$ cat config.mk
export PLATFORM = sky130hd
export DESIGN_NAME = mouse_packet_to_cursor_events
export DESIGN_NICKNAME = d
export VERILOG_FILES = /design/src/rtl/core/mpce_pkg.sv /design/src/rtl/core/mouse_packet_to_cursor_events.sv
export SDC_FILE = /design/constraint.sdc
export NUM_CORES = 1
export LEC_CHECK = 0
export ABC_AREA = 0
export BUFFER_PORTS_ARGS = -buffer_cell sky130_fd_sc_hd__buf_2
export CORE_ASPECT_RATIO = 1.1
export CORE_MARGIN = 5
export CORE_UTILIZATION = 33
export CTS_BUF_LIST = sky130_fd_sc_hd__clkbuf_4 sky130_fd_sc_hd__clkbuf_8 sky130_fd_sc_hd__clkbuf_16
export CTS_CLUSTER_SIZE = 30
export DETAILED_ROUTE_END_ITERATION = 8
export SLEW_MARGIN = 10
export SYNTH_ARGS = -nofsm -noshare
export SYNTH_HDL_FRONTEND = slang
export SYNTH_SLANG_ARGS = --single-unit
$ cat constraint.sdc
create_clock -name clk -period 8 [get_ports clk]
set_input_delay 1.6 -clock clk [delete_from_list [all_inputs] [get_ports clk]]
set_output_delay 1.6 -clock clk [all_outputs]
set_load 0.02 [all_outputs]
$ cat src/rtl/core/mpce_pkg.sv
// Package of shared types, reset constants and helper functions for the mouse event block.
package mpce_pkg;

  // Default number of buttons that are tracked.
  localparam int BUTTON_COUNT_DEF = 5;

  // Field widths fixed by the packet and event formats.
  localparam int DELTA_W  = 16;
  localparam int WHEEL_W  = 8;
  localparam int COORD_W  = 12;
  localparam int EDGE_W   = 13;
  localparam int KIND_W   = 2;
  localparam int CFG_IDX_W = 2;
  localparam int NUM_KINDS = 4;

  // Reset rectangle.
  localparam logic [COORD_W-1:0] LEFT_RST   = 12'd0;
  localparam logic [COORD_W-1:0] TOP_RST    = 12'd0;
  localparam logic [EDGE_W-1:0]  RIGHT_RST  = 13'd640;
  localparam logic [EDGE_W-1:0]  BOTTOM_RST = 13'd480;

  // Largest allowed high edge: one past the last 12-bit coordinate.
  localparam logic [EDGE_W-1:0]  EDGE_MAX   = 13'd4096;

  // Cursor position after reset: centre of the reset rectangle.
  localparam logic [COORD_W-1:0] POS_X_RST =
    COORD_W'((int'(LEFT_RST) + int'(RIGHT_RST)) / 2);
  localparam logic [COORD_W-1:0] POS_Y_RST =
    COORD_W'((int'(TOP_RST) + int'(BOTTOM_RST)) / 2);

  // Event kinds, carried on the result channel's tuser.
  typedef enum logic [KIND_W-1:0] {
    EV_MOVE  = 2'd0,
    EV_DOWN  = 2'd1,
    EV_UP    = 2'd2,
    EV_WHEEL = 2'd3
  } event_kind_t;

  // Configuration register indexes.
  typedef enum logic [CFG_IDX_W-1:0] {
    CFG_LEFT   = 2'd0,
    CFG_TOP    = 2'd1,
    CFG_RIGHT  = 2'd2,
    CFG_BOTTOM = 2'd3
  } cfg_reg_t;

  // Forces a high edge into the range 1..4096.
  function automatic logic [EDGE_W-1:0] sat_high(input logic [EDGE_W-1:0] h);
    logic [EDGE_W-1:0] r;
    if (h == '0) begin
      r = EDGE_W'(1);
    end else if (h > EDGE_MAX) begin
      r = EDGE_MAX;
    end else begin
      r = h;
    end
    return r;
  endfunction

  // Centre of a span: halves the sum of the low edge and the saturated high edge.
  function automatic logic [COORD_W-1:0] centre(input logic [COORD_W-1:0] lo,
                                                input logic [EDGE_W-1:0]  hi);
    logic [EDGE_W:0] sum;
    sum = {2'b00, lo} + {1'b0, sat_high(hi)};
    return sum[COORD_W:1];
  endfunction

  // Adds a signed delta to a coordinate and clamps it: low edge first, then the
  // high edge, so an empty rectangle ends at high edge minus one.
  function automatic logic [COORD_W-1:0] clamp_axis(input logic [COORD_W-1:0] pos,
                                                    input logic [DELTA_W-1:0] d,
                                                    input logic [COORD_W-1:0] lo,
                                                    input logic [EDGE_W-1:0]  hi);
    logic signed [DELTA_W+1:0] v;
    logic signed [DELTA_W+1:0] lo_s;
    logic signed [DELTA_W+1:0] hi_s;
    v    = $signed({6'd0, pos}) + $signed({{2{d[DELTA_W-1]}}, d});
    lo_s = $signed({6'd0, lo});
    hi_s = $signed({5'd0, sat_high(hi)});
    if (v < lo_s) begin
      v = lo_s;
    end
    if (v >= hi_s) begin
      v = hi_s - 18'sd1;
    end
    return v[COORD_W-1:0];
  endfunction

endpackage

$ cat src/rtl/core/mouse_packet_to_cursor_events.sv
// Top level of the mouse packet to cursor event converter.

// Each input transaction is one relative mouse packet. The block keeps the cursor
// position, clamped to the configured rectangle (left and top inclusive, right and
// bottom exclusive), and the button mask of the previous packet. A packet gives, in
// order, a move event if either delta is non-zero, a buttons-down event, a buttons-up
// event and a wheel event if the wheel delta is non-zero; packets that change nothing
// give no result. Every event carries the cursor position after its packet, and the
// final event of a packet has out_tlast set. Events leave one per cycle on the single
// result channel while out_tready is high, and a packet gives at most four of them. The
// next packet is taken in the same cycle as its predecessor's last event moves into the
// output register, so a packet with one event can follow in every cycle while the
// receiver keeps out_tready high. Any configuration write recentres the cursor at the
// middle of the rectangle; writes are expected only while the block is idle.
module mouse_packet_to_cursor_events #(
  parameter int BUTTON_COUNT = mpce_pkg::BUTTON_COUNT_DEF,
  localparam int IN_BITS  = 2 * mpce_pkg::DELTA_W + BUTTON_COUNT + mpce_pkg::WHEEL_W,
  localparam int IN_W     = ((IN_BITS + 7) / 8) * 8,
  localparam int OUT_BITS = 2 * mpce_pkg::COORD_W + BUTTON_COUNT + mpce_pkg::WHEEL_W,
  localparam int OUT_W    = ((OUT_BITS + 7) / 8) * 8
) (
  input  logic                           clk,
  input  logic                           rst_n,

  // Packet stream.
  input  logic                           in_tvalid,
  output logic                           in_tready,
  // Fields from bit 0 up: delta_x, delta_y, button_mask, wheel_delta, zero fill.
  input  logic [IN_W-1:0]                in_tdata,

  // Event stream.
  output logic                           out_tvalid,
  input  logic                           out_tready,
  // Fields from bit 0 up: cursor_x, cursor_y, changed_buttons, wheel_amount, zero fill.
  output logic [OUT_W-1:0]               out_tdata,
  // Fields from bit 0 up: event_kind.
  output logic [mpce_pkg::KIND_W-1:0]    out_tuser,
  // last_event.
  output logic                           out_tlast,

  // Configuration write port.
  input  logic                           cfg_we,
  input  logic [mpce_pkg::CFG_IDX_W-1:0] cfg_index,
  input  logic [mpce_pkg::EDGE_W-1:0]    cfg_data
);

  localparam int DW = mpce_pkg::DELTA_W;
  localparam int CW = mpce_pkg::COORD_W;
  localparam int EW = mpce_pkg::EDGE_W;
  localparam int WW = mpce_pkg::WHEEL_W;
  localparam int NK = mpce_pkg::NUM_KINDS;

  // Unpacked packet fields.
  logic [DW-1:0]           in_dx;
  logic [DW-1:0]           in_dy;
  logic [BUTTON_COUNT-1:0] in_btn;
  logic [WW-1:0]           in_wheel;

  assign in_dx    = in_tdata[DW-1:0];
  assign in_dy    = in_tdata[2*DW-1:DW];
  assign in_btn   = in_tdata[2*DW+BUTTON_COUNT-1:2*DW];
  assign in_wheel = in_tdata[2*DW+BUTTON_COUNT+WW-1:2*DW+BUTTON_COUNT];

  // Rectangle registers.
  logic [CW-1:0] left_r,   left_nxt;
  logic [CW-1:0] top_r,    top_nxt;
  logic [EW-1:0] right_r,  right_nxt;
  logic [EW-1:0] bottom_r, bottom_nxt;

  // Cursor state and previous button mask.
  logic [CW-1:0]           pos_x_r, pos_x_nxt;
  logic [CW-1:0]           pos_y_r, pos_y_nxt;
  logic [BUTTON_COUNT-1:0] prev_btn_r, prev_btn_nxt;

  // Events of the current packet still to be sent, one bit per kind, with the
  // payloads they need. The position comes from the cursor state, which does not
  // change until the next packet is taken.
  logic [NK-1:0]           pend_r, pend_nxt;
  logic [BUTTON_COUNT-1:0] ev_down_r, ev_down_nxt;
  logic [BUTTON_COUNT-1:0] ev_up_r, ev_up_nxt;
  logic [WW-1:0]           ev_wheel_r, ev_wheel_nxt;

  // Output register.
  logic                    out_valid_r, out_valid_nxt;
  mpce_pkg::event_kind_t   out_kind_r, out_kind_nxt;
  logic [CW-1:0]           out_x_r, out_x_nxt;
  logic [CW-1:0]           out_y_r, out_y_nxt;
  logic [BUTTON_COUNT-1:0] out_chg_r, out_chg_nxt;
  logic [WW-1:0]           out_wheel_r, out_wheel_nxt;
  logic                    out_last_r, out_last_nxt;

  logic                    in_accept;
  logic                    out_load;
  mpce_pkg::event_kind_t   sel_kind;
  logic [NK-1:0]           sel_bit;
  logic [NK-1:0]           pend_left;
  logic [BUTTON_COUNT-1:0] new_down;
  logic [BUTTON_COUNT-1:0] new_up;
  logic                    new_move;

  // The lowest pending kind goes out first, which gives the required order.
  always_comb begin
    if (pend_r[mpce_pkg::EV_MOVE]) begin
      sel_kind = mpce_pkg::EV_MOVE;
    end else if (pend_r[mpce_pkg::EV_DOWN]) begin
      sel_kind = mpce_pkg::EV_DOWN;
    end else if (pend_r[mpce_pkg::EV_UP]) begin
      sel_kind = mpce_pkg::EV_UP;
    end else begin
      sel_kind = mpce_pkg::EV_WHEEL;
    end
  end

  assign sel_bit   = NK'(1) << sel_kind;
  assign out_load  = (pend_r != '0) && (!out_valid_r || out_tready);
  assign pend_left = out_load ? (pend_r & ~sel_bit) : pend_r;

  // A new packet is taken once nothing of the previous one is left waiting behind
  // the output register.
  assign in_tready = (pend_left == '0);
  assign in_accept = in_tvalid && in_tready;

  assign new_down = in_btn & ~prev_btn_r;
  assign new_up   = ~in_btn & prev_btn_r;
  assign new_move = (in_dx != '0) || (in_dy != '0);

  // Configuration and cursor state.
  always_comb begin
    left_nxt     = left_r;
    top_nxt      = top_r;
    right_nxt    = right_r;
    bottom_nxt   = bottom_r;
    pos_x_nxt    = pos_x_r;
    pos_y_nxt    = pos_y_r;
    prev_btn_nxt = prev_btn_r;

    if (cfg_we) begin
      case (mpce_pkg::cfg_reg_t'(cfg_index))
        mpce_pkg::CFG_LEFT:   left_nxt   = cfg_data[CW-1:0];
        mpce_pkg::CFG_TOP:    top_nxt    = cfg_data[CW-1:0];
        mpce_pkg::CFG_RIGHT:  right_nxt  = cfg_data;
        mpce_pkg::CFG_BOTTOM: bottom_nxt = cfg_data;
        default: ;
      endcase
      pos_x_nxt = mpce_pkg::centre(left_nxt, right_nxt);
      pos_y_nxt = mpce_pkg::centre(top_nxt, bottom_nxt);
    end else if (in_accept) begin
      if (new_move) begin
        pos_x_nxt = mpce_pkg::clamp_axis(pos_x_r, in_dx, left_r, right_r);
        pos_y_nxt = mpce_pkg::clamp_axis(pos_y_r, in_dy, top_r, bottom_r);
      end
      prev_btn_nxt = in_btn;
    end
  end

  // Pending events.
  always_comb begin
    pend_nxt     = pend_left;
    ev_down_nxt  = ev_down_r;
    ev_up_nxt    = ev_up_r;
    ev_wheel_nxt = ev_wheel_r;
    if (in_accept) begin
      pend_nxt[mpce_pkg::EV_MOVE]  = new_move;
      pend_nxt[mpce_pkg::EV_DOWN]  = (new_down != '0);
      pend_nxt[mpce_pkg::EV_UP]    = (new_up != '0);
      pend_nxt[mpce_pkg::EV_WHEEL] = (in_wheel != '0);
      ev_down_nxt  = new_down;
      ev_up_nxt    = new_up;
      ev_wheel_nxt = in_wheel;
    end
  end

  // Output register.
  always_comb begin
    out_valid_nxt = out_valid_r;
    out_kind_nxt  = out_kind_r;
    out_x_nxt     = out_x_r;
    out_y_nxt     = out_y_r;
    out_chg_nxt   = out_chg_r;
    out_wheel_nxt = out_wheel_r;
    out_last_nxt  = out_last_r;
    if (out_load) begin
      out_valid_nxt = 1'b1;
      out_kind_nxt  = sel_kind;
      out_x_nxt     = pos_x_r;
      out_y_nxt     = pos_y_r;
      out_last_nxt  = ((pend_r & ~sel_bit) == '0);
      out_chg_nxt   = '0;
      out_wheel_nxt = '0;
      case (sel_kind)
        mpce_pkg::EV_DOWN:  out_chg_nxt   = ev_down_r;
        mpce_pkg::EV_UP:    out_chg_nxt   = ev_up_r;
        mpce_pkg::EV_WHEEL: out_wheel_nxt = ev_wheel_r;
        default: ;
      endcase
    end else if (out_tready) begin
      out_valid_nxt = 1'b0;
    end
  end

  always_ff @(posedge clk) begin
    if (!rst_n) begin
      left_r      <= mpce_pkg::LEFT_RST;
      top_r       <= mpce_pkg::TOP_RST;
      right_r     <= mpce_pkg::RIGHT_RST;
      bottom_r    <= mpce_pkg::BOTTOM_RST;
      pos_x_r     <= mpce_pkg::POS_X_RST;
      pos_y_r     <= mpce_pkg::POS_Y_RST;
      prev_btn_r  <= '0;
      pend_r      <= '0;
      out_valid_r <= 1'b0;
    end else begin
      left_r      <= left_nxt;
      top_r       <= top_nxt;
      right_r     <= right_nxt;
      bottom_r    <= bottom_nxt;
      pos_x_r     <= pos_x_nxt;
      pos_y_r     <= pos_y_nxt;
      prev_btn_r  <= prev_btn_nxt;
      pend_r      <= pend_nxt;
      out_valid_r <= out_valid_nxt;
    end
  end

  // Payload registers carry no reset.
  always_ff @(posedge clk) begin
    ev_down_r   <= ev_down_nxt;
    ev_up_r     <= ev_up_nxt;
    ev_wheel_r  <= ev_wheel_nxt;
    out_kind_r  <= out_kind_nxt;
    out_x_r     <= out_x_nxt;
    out_y_r     <= out_y_nxt;
    out_chg_r   <= out_chg_nxt;
    out_wheel_r <= out_wheel_nxt;
    out_last_r  <= out_last_nxt;
  end

  assign out_tvalid = out_valid_r;
  assign out_tuser  = out_kind_r;
  assign out_tlast  = out_last_r;
  assign out_tdata  = OUT_W'({out_wheel_r, out_chg_r, out_y_r, out_x_r});

endmodule

==> results of run 1 <==
==> sequential cells by signal, indices dropped and copies added, names as in the netlist, 8 cells and up <==
signal / cells
out_x_r: 12
pos_y_r: 12
ev_wheel_r: 8
out_y_r: 12
bottom_r: 13
top_r: 12
out_wheel_r: 8
right_r: 13
pos_x_r: 12
left_r: 12
==> final cells by class <==
class	instances	area share (%)
inverter	58	1.753
clock inverter	15	1.390
timing repair buffer	118	4.997
multi-input combinational	1051	56.43
sequential	142	27.57
antenna	7	0.1411
tap	426	4.292
clock buffer	17	3.426
==> where the power goes <==
group,leakage (uW),total [uW],switching (uW),internal (uW)
Sequential,0.00127,1070,95.5,974
Clock,0.000290,837,367,470
Combinational,0.00373,1450,891,555
==> cell usage in the layout (no fill, tap or decap), types with 8 or more instances in the layout <==
master,Yosys,layout
buf_4,4,12
o21bai_1,12,12
a21oi_1,112,111
o21a_1,10,10
or3_1,8,8
mux2_2,12,12
a211oi_1,15,15
buf_2,2,106
nor4_1,18,18
nand4_1,13,13
nand2_1,207,207
a31oi_1,16,16
nor3_1,20,19
dfxtp_1,84,84
nand2b_1,10,10
inv_1,55,55
a21o_1,31,31
mux2i_1,41,41
nor2_1,88,87
xnor2_1,29,29
nor2b_1,18,18
ha_1,98,98
nand3_1,32,32
clkbuf_16,0,17
and2_1,14,14
o211a_1,14,14
o211ai_1,14,14
edfxtp_1,58,58
xor2_1,18,18
a22oi_1,19,19
o21ai_0,68,68
==> worst max path at each step <==
stage	from	end	slack (ns)	cells after the start
floorplan	in_tdata[16]	pos_y_r[6]	0.67	24
global placement	in_tdata[16]	pos_y_r[6]	0.36	24
detailed placement	in_tdata[16]	pos_y_r[6]	0.35	24
CTS	in_tdata[16]	pos_y_r[6]	0.77	24
global route	in_tdata[16]	pos_y_r[11]	0.19	24
finish	in_tdata[16]	pos_y_r[6]	0.75	24
==> cells by family (layout without fill, tap and decap cells) <==
family | Yosys count | after routing | synth area share, %
simple gates | 464 | 464 | 19.73
compound gates | 382 | 382 | 23.52
flops | 142 | 142 | 31.44
buf+inv | 123 | 208 | 4.482
fa+ha+maj | 102 | 102 | 12.00
mux | 53 | 53 | 5.010
xor+xnor | 47 | 47 | 3.781
other cells | 1 | 10 | 0.03444
==> metrics by stage <==
stage	setup slack [ns]	std cells	utilization (%)	hold slack, ns
2_1_floorplan	0.6720	1316	-	0.4281
3_3_place_gp	0.3591	1795	36.34	0.4618
3_5_place_dp	0.3487	1795	36.34	0.4644
4_1_cts	0.7736	1827	38.19	0.4807
5_1_grt	0.1875	1832	38.24	0.5048
6_report	0.7494	1834	38.26	0.4876
==> routing by layer <==
layer | track usage, % | up-vias | share of wire [%]
li1 | - | 4967 | -
met1 | 24.17 | 4791 | 44
met2 | 28.89 | 356 | 45
met3 | 4.277 | 72 | 7.4
met4 | 7.078 | 10 | 3.3
met5 | 0 | - | 0.16
==> impl_metrics.yaml, run 1 <==
outcome:
  outcome: "complete, no violations"
finish:
  multiInputGateArea_sq_um: 7008
  final_net_count: 1558
  n_fill_cell: 3377
  drive_gt1_share_pct: 13.49
  seqCellArea_sq_um: 3423
  syn_to_final_growth_pct: 14.05
  design_area_sq_um: 12420
detailed_routing:
  ant_nets: 0
  dr.pass1.iters: 6
  route.vias.total: 10200
  wl_per_cell_um: 18.77
  routed_wl_um: 34420
  drt_iter0_drc: 694
  detail_route.vias_per_cell: 5.559
  drc: 0
setup_path:
  path_max_fanout: 10
  cp-end-kind: "register"
  worst-path-buf-inv: 4
  crit_slowest_cell: "or4_1"
  cp_cell_sequence: "buf_2 -> ha_1 -> fa_1 -> a21o_1 -> a221oi_1 -> xnor2_1 -> ha_1 -> or2_2 -> a21oi_1 -> a21oi_1 -> a2111oi_0 -> ha_1 -> buf_4 -> mux2i_1 -> inv_1 -> ha_1 -> nand2_1 -> nor3_1 -> o31ai_1 -> a21oi_1 -> inv_1 -> and2_4 -> or4_1 -> a31oi_1"
  r2r_end: "pos_y_r[6]"
  r2r-start: "pos_y_r[0]"
  cpMostUsedCell: "ha_1"
  reg2regPathDepth: 23
  critical_path.top_delay_family: "compound AO/OA/AOI/OAI gates"
  crit_type: "input port to register"
  r2r_setup_slack_ns: 1.76
  cpPeakStageDelay_ns: 0.51
  arrival_ns: 7.61
  cp.required_ns: 8.36
  worstSetupStartpointType: "input port"
clock_network:
  htree_levels: 4
  post_cts_resized: 0
  clk_pin_slew_ns: 0.07
  tritoncts: "yes"
  cts_buffers: 17
  cts_setup_buffers: 0
  clockRootBuffer: "clkbuf_16"
  cts_hold_buf: 0
  clkLatencyLatePin_ns: 0.44
  clock_path_buffers: 2
  cts.sinks: 142
hold_path:
  hold_class: "register to register"
  whs_endpoint: "out_y_r[11]"
  hp-start: "pos_y_r[11]"
  hold_path_depth: 0
placed_design:
  place_area_sq_um: 11800
  dp_hpwl_um: 26380
  io_buffers: 106
  routabilityCongestion: 0.9105
power:
  ir_drop_mv: 0.1178
  leakagePower_uw: 0.005286
  p_total_uw: 3351
  p_per_area_nw_per_um2: 269.8
timing:
  hold_violations: 0
  worst_clock_skew_ns: 0.01259
  tightest_slew_ns: 1.146
  period_share_pct: 90.63
  grt_setup_unrepaired: "no"
  setup_viol_count_final: 0
  slew_headroom_pct: 23.46
  tns_ns: 0
  fin_crit_ns: 7.251
  drv_slew: 0
  max_freq_ghz: 0.1379
logic_synthesis:
  yosysMostFrequentCell: "nand2_1"
  yosys.area.top_type: "edfxtp_1"
  avgSynthCellArea_sq_um: 8.286
  yosys_warnings: 0
  netlist_instances: 1314
  ys_seq_area_share_pct: 31.44
  ys_ff_latch: 142
  netlist-cell-type-count: 87
  synth.top_cell.area_share_pct: 16.00
  synthFlopType: "dfxtp_1"
  synthTopCellsByCount: "207 x nand2_1, 112 x a21oi_1, 98 x ha_1"
  synth_area_leaders: "edfxtp_1 16%, dfxtp_1 15%, ha_1 11%"
  netlist_area_sq_um: 10890
  synth-edff-count: 58
  ys_async_sr_fraction_pct: 0
global_routing:
  grt_pass1_wl_um: 53690
  antenna_found_initial: 13
  grt_pass1_vias: 9739
  grt_max_degree: 48
  grt_remaining_overflow: 0
  grtUsageTotal_pct: 18.28
floorplanning:
  rows: 69
  ios: 113
  start_util_pct: 33.54
  fp.dieArea_sq_um: 36730
  core_sq_um: 32460
  die_w_um: 183.2
  die_h_um: 200.5
job:
  maxCapViolCount: 0
No activity file was read; power rests on OpenSTA's default activity.
==> run 2, diff against run 1 <==
--- a/config.mk
+++ b/config.mk
@@ -7,7 +7,7 @@
 export LEC_CHECK = 0
 export ABC_AREA = 0
 export BUFFER_PORTS_ARGS = -buffer_cell sky130_fd_sc_hd__buf_2
-export CORE_ASPECT_RATIO = 1.1
+export CORE_ASPECT_RATIO = 0.5
 export CORE_MARGIN = 5
 export CORE_UTILIZATION = 33
 export CTS_BUF_LIST = sky130_fd_sc_hd__clkbuf_4 sky130_fd_sc_hd__clkbuf_8 sky130_fd_sc_hd__clkbuf_16
==> impl_metrics.yaml, run 2 (same netlist as run 1, synthesis figures left out) <==
placed_design:
  dp_slack_ns: 0.7524
  dp_hpwl_um: 27560
  routabilityCongestion: 0.8682
  place_area_sq_um: 11840
  io_buffers: 106
floorplanning:
  start_util_pct: 33.18
  die_h_um: 138.4
  fp.dieArea_sq_um: 36950
  die_w_um: 266.9
  ios: 113
  core_sq_um: 32810
  rows: 47
setup_path:
  crit_slowest_cell: "fa_1"
  r2r_end: "pos_x_r[4]"
  crit_type: "input port to register"
  reg2regPathDepth: 23
  worstSetupStartpointType: "input port"
  critical_path.top_delay_family: "compound AO/OA/AOI/OAI gates"
  path_max_fanout: 7
  r2r_setup_slack_ns: 2.00
  cp-end-kind: "register"
  cp.required_ns: 8.36
  cpMostUsedCell: "ha_1"
  cp_cell_sequence: "buf_2 -> ha_1 -> fa_1 -> a21o_1 -> a221oi_1 -> o21bai_1 -> a21oi_1 -> xnor2_1 -> ha_1 -> and4_1 -> a2111oi_0 -> ha_1 -> mux2_2 -> ha_1 -> a22o_1 -> nor4_1 -> nor3b_1 -> a21oi_1 -> buf_4 -> or3_1 -> o211ai_1 -> o32ai_1 -> o21ai_0"
  r2r-start: "pos_x_r[8]"
  worst-path-buf-inv: 2
  cpPeakStageDelay_ns: 0.43
  arrival_ns: 7.32
hold_path:
  hp-start: "pos_y_r[0]"
  hold_path_depth: 0
  hold_class: "register to register"
  whs_endpoint: "out_y_r[0]"
finish:
  seqCellArea_sq_um: 3423
  final_net_count: 1561
  multiInputGateArea_sq_um: 7003
  design_area_sq_um: 12430
  layout_commonest_cell: "nand2_1"
  syn_to_final_growth_pct: 14.19
  n_fill_cell: 3404
  most-common-layout-cells: "207 x nand2_1, 111 x a21oi_1, 106 x buf_2"
  drive_gt1_share_pct: 13.53
  top_regs: "bottom_r (13), right_r (13)"
  fin_util_pct: 37.89
clock_network:
  clkLatencyLatePin_ns: 0.44
  cts_hold_buf: 0
  cts_buffers: 17
  tritoncts: "yes"
  cts_setup_buffers: 0
  clk_pin_slew_ns: 0.06
  htree_levels: 4
  clock_path_buffers: 2
  post_cts_resized: 0
  cts.sinks: 142
  clockRootBuffer: "clkbuf_16"
power:
  leakagePower_uw: 0.005288
  p_per_area_nw_per_um2: 271.5
  ir_drop_mv: 0.1730
timing:
  slew_headroom_pct: 24.99
  final.setup.worst_slack_ns: 1.039
  setup_viol_count_final: 0
  holdWs_ns: 0.4824
  period_share_pct: 87.01
  tightest_slew_ns: 1.121
  fin_crit_ns: 6.961
  hold_violations: 0
  grt_setup_unrepaired: "no"
  worst_clock_skew_ns: 0.01005
  max_freq_ghz: 0.1437
  tns_ns: 0
  drv_slew: 0
global_routing:
  grt_pass1_vias: 9450
  grt_max_degree: 29
  grt_pass1_wl_um: 55840
  grt_remaining_overflow: 0
  grtUsageTotal_pct: 19.17
  antenna_found_initial: 3
job:
  maxCapViolCount: 0
detailed_routing:
  detail_route.vias_per_cell: 5.487
  dr.pass1.iters: 6
  routed_wl_um: 36040
  ant_nets: 0
  route.vias.total: 10130
  drt_iter0_drc: 917
  drc: 0
  wl_per_cell_um: 19.52
outcome:
  outcome: "complete, no violations"
run 2: worst max-delay path by stage:
stage                 start    endpoint  depth (start not counted)
2_1_floorplan  in_tdata[16]  pos_y_r[6]                         24
3_3_place_gp   in_tdata[16]  pos_y_r[6]                         23
3_5_place_dp    in_tdata[8]  pos_x_r[4]                         25
4_1_cts        in_tdata[16]  pos_y_r[6]                         23
5_1_grt        in_tdata[16]  pos_y_r[6]                         23
6_report       in_tdata[16]  pos_y_r[4]                         23
run 2: layer usage:
| layer | GRT usage, % | share of wire [%] |
|---|---|---|
| met3 | 4.528 | 7.4 |
| met1 | 27.85 | 48 |
| met2 | 28.46 | 43 |
| met4 | 5.358 | 2.3 |
| met5 | 0 | 0.075 |
run 2: area by class of cell:
class	instances	share of cell area, %
Antenna cell	1	0.02013
Tap cell	441	4.438
Clock inverter	13	1.117
Multi-Input combinational cell	1051	56.32
Inverter	58	1.751
Sequential cell	142	27.53
Clock buffer	19	3.643
Timing Repair Buffer	121	5.173
run 2: where the power goes:
| part | switching [uW] | internal (uW) |
|---|---|---|
| clock | 345 | 476 |
| sequential | 98.8 | 972 |
| combinational | 916 | 567 |
| total | 1360 | 2020 |
run 2: per-stage QoR:
stage	power, uW	cells
floorplan	2104	1316
global placement	2544	1813
detailed placement	2554	1813
CTS	3384	1845
global route	3606	1846
finish	3375	1846
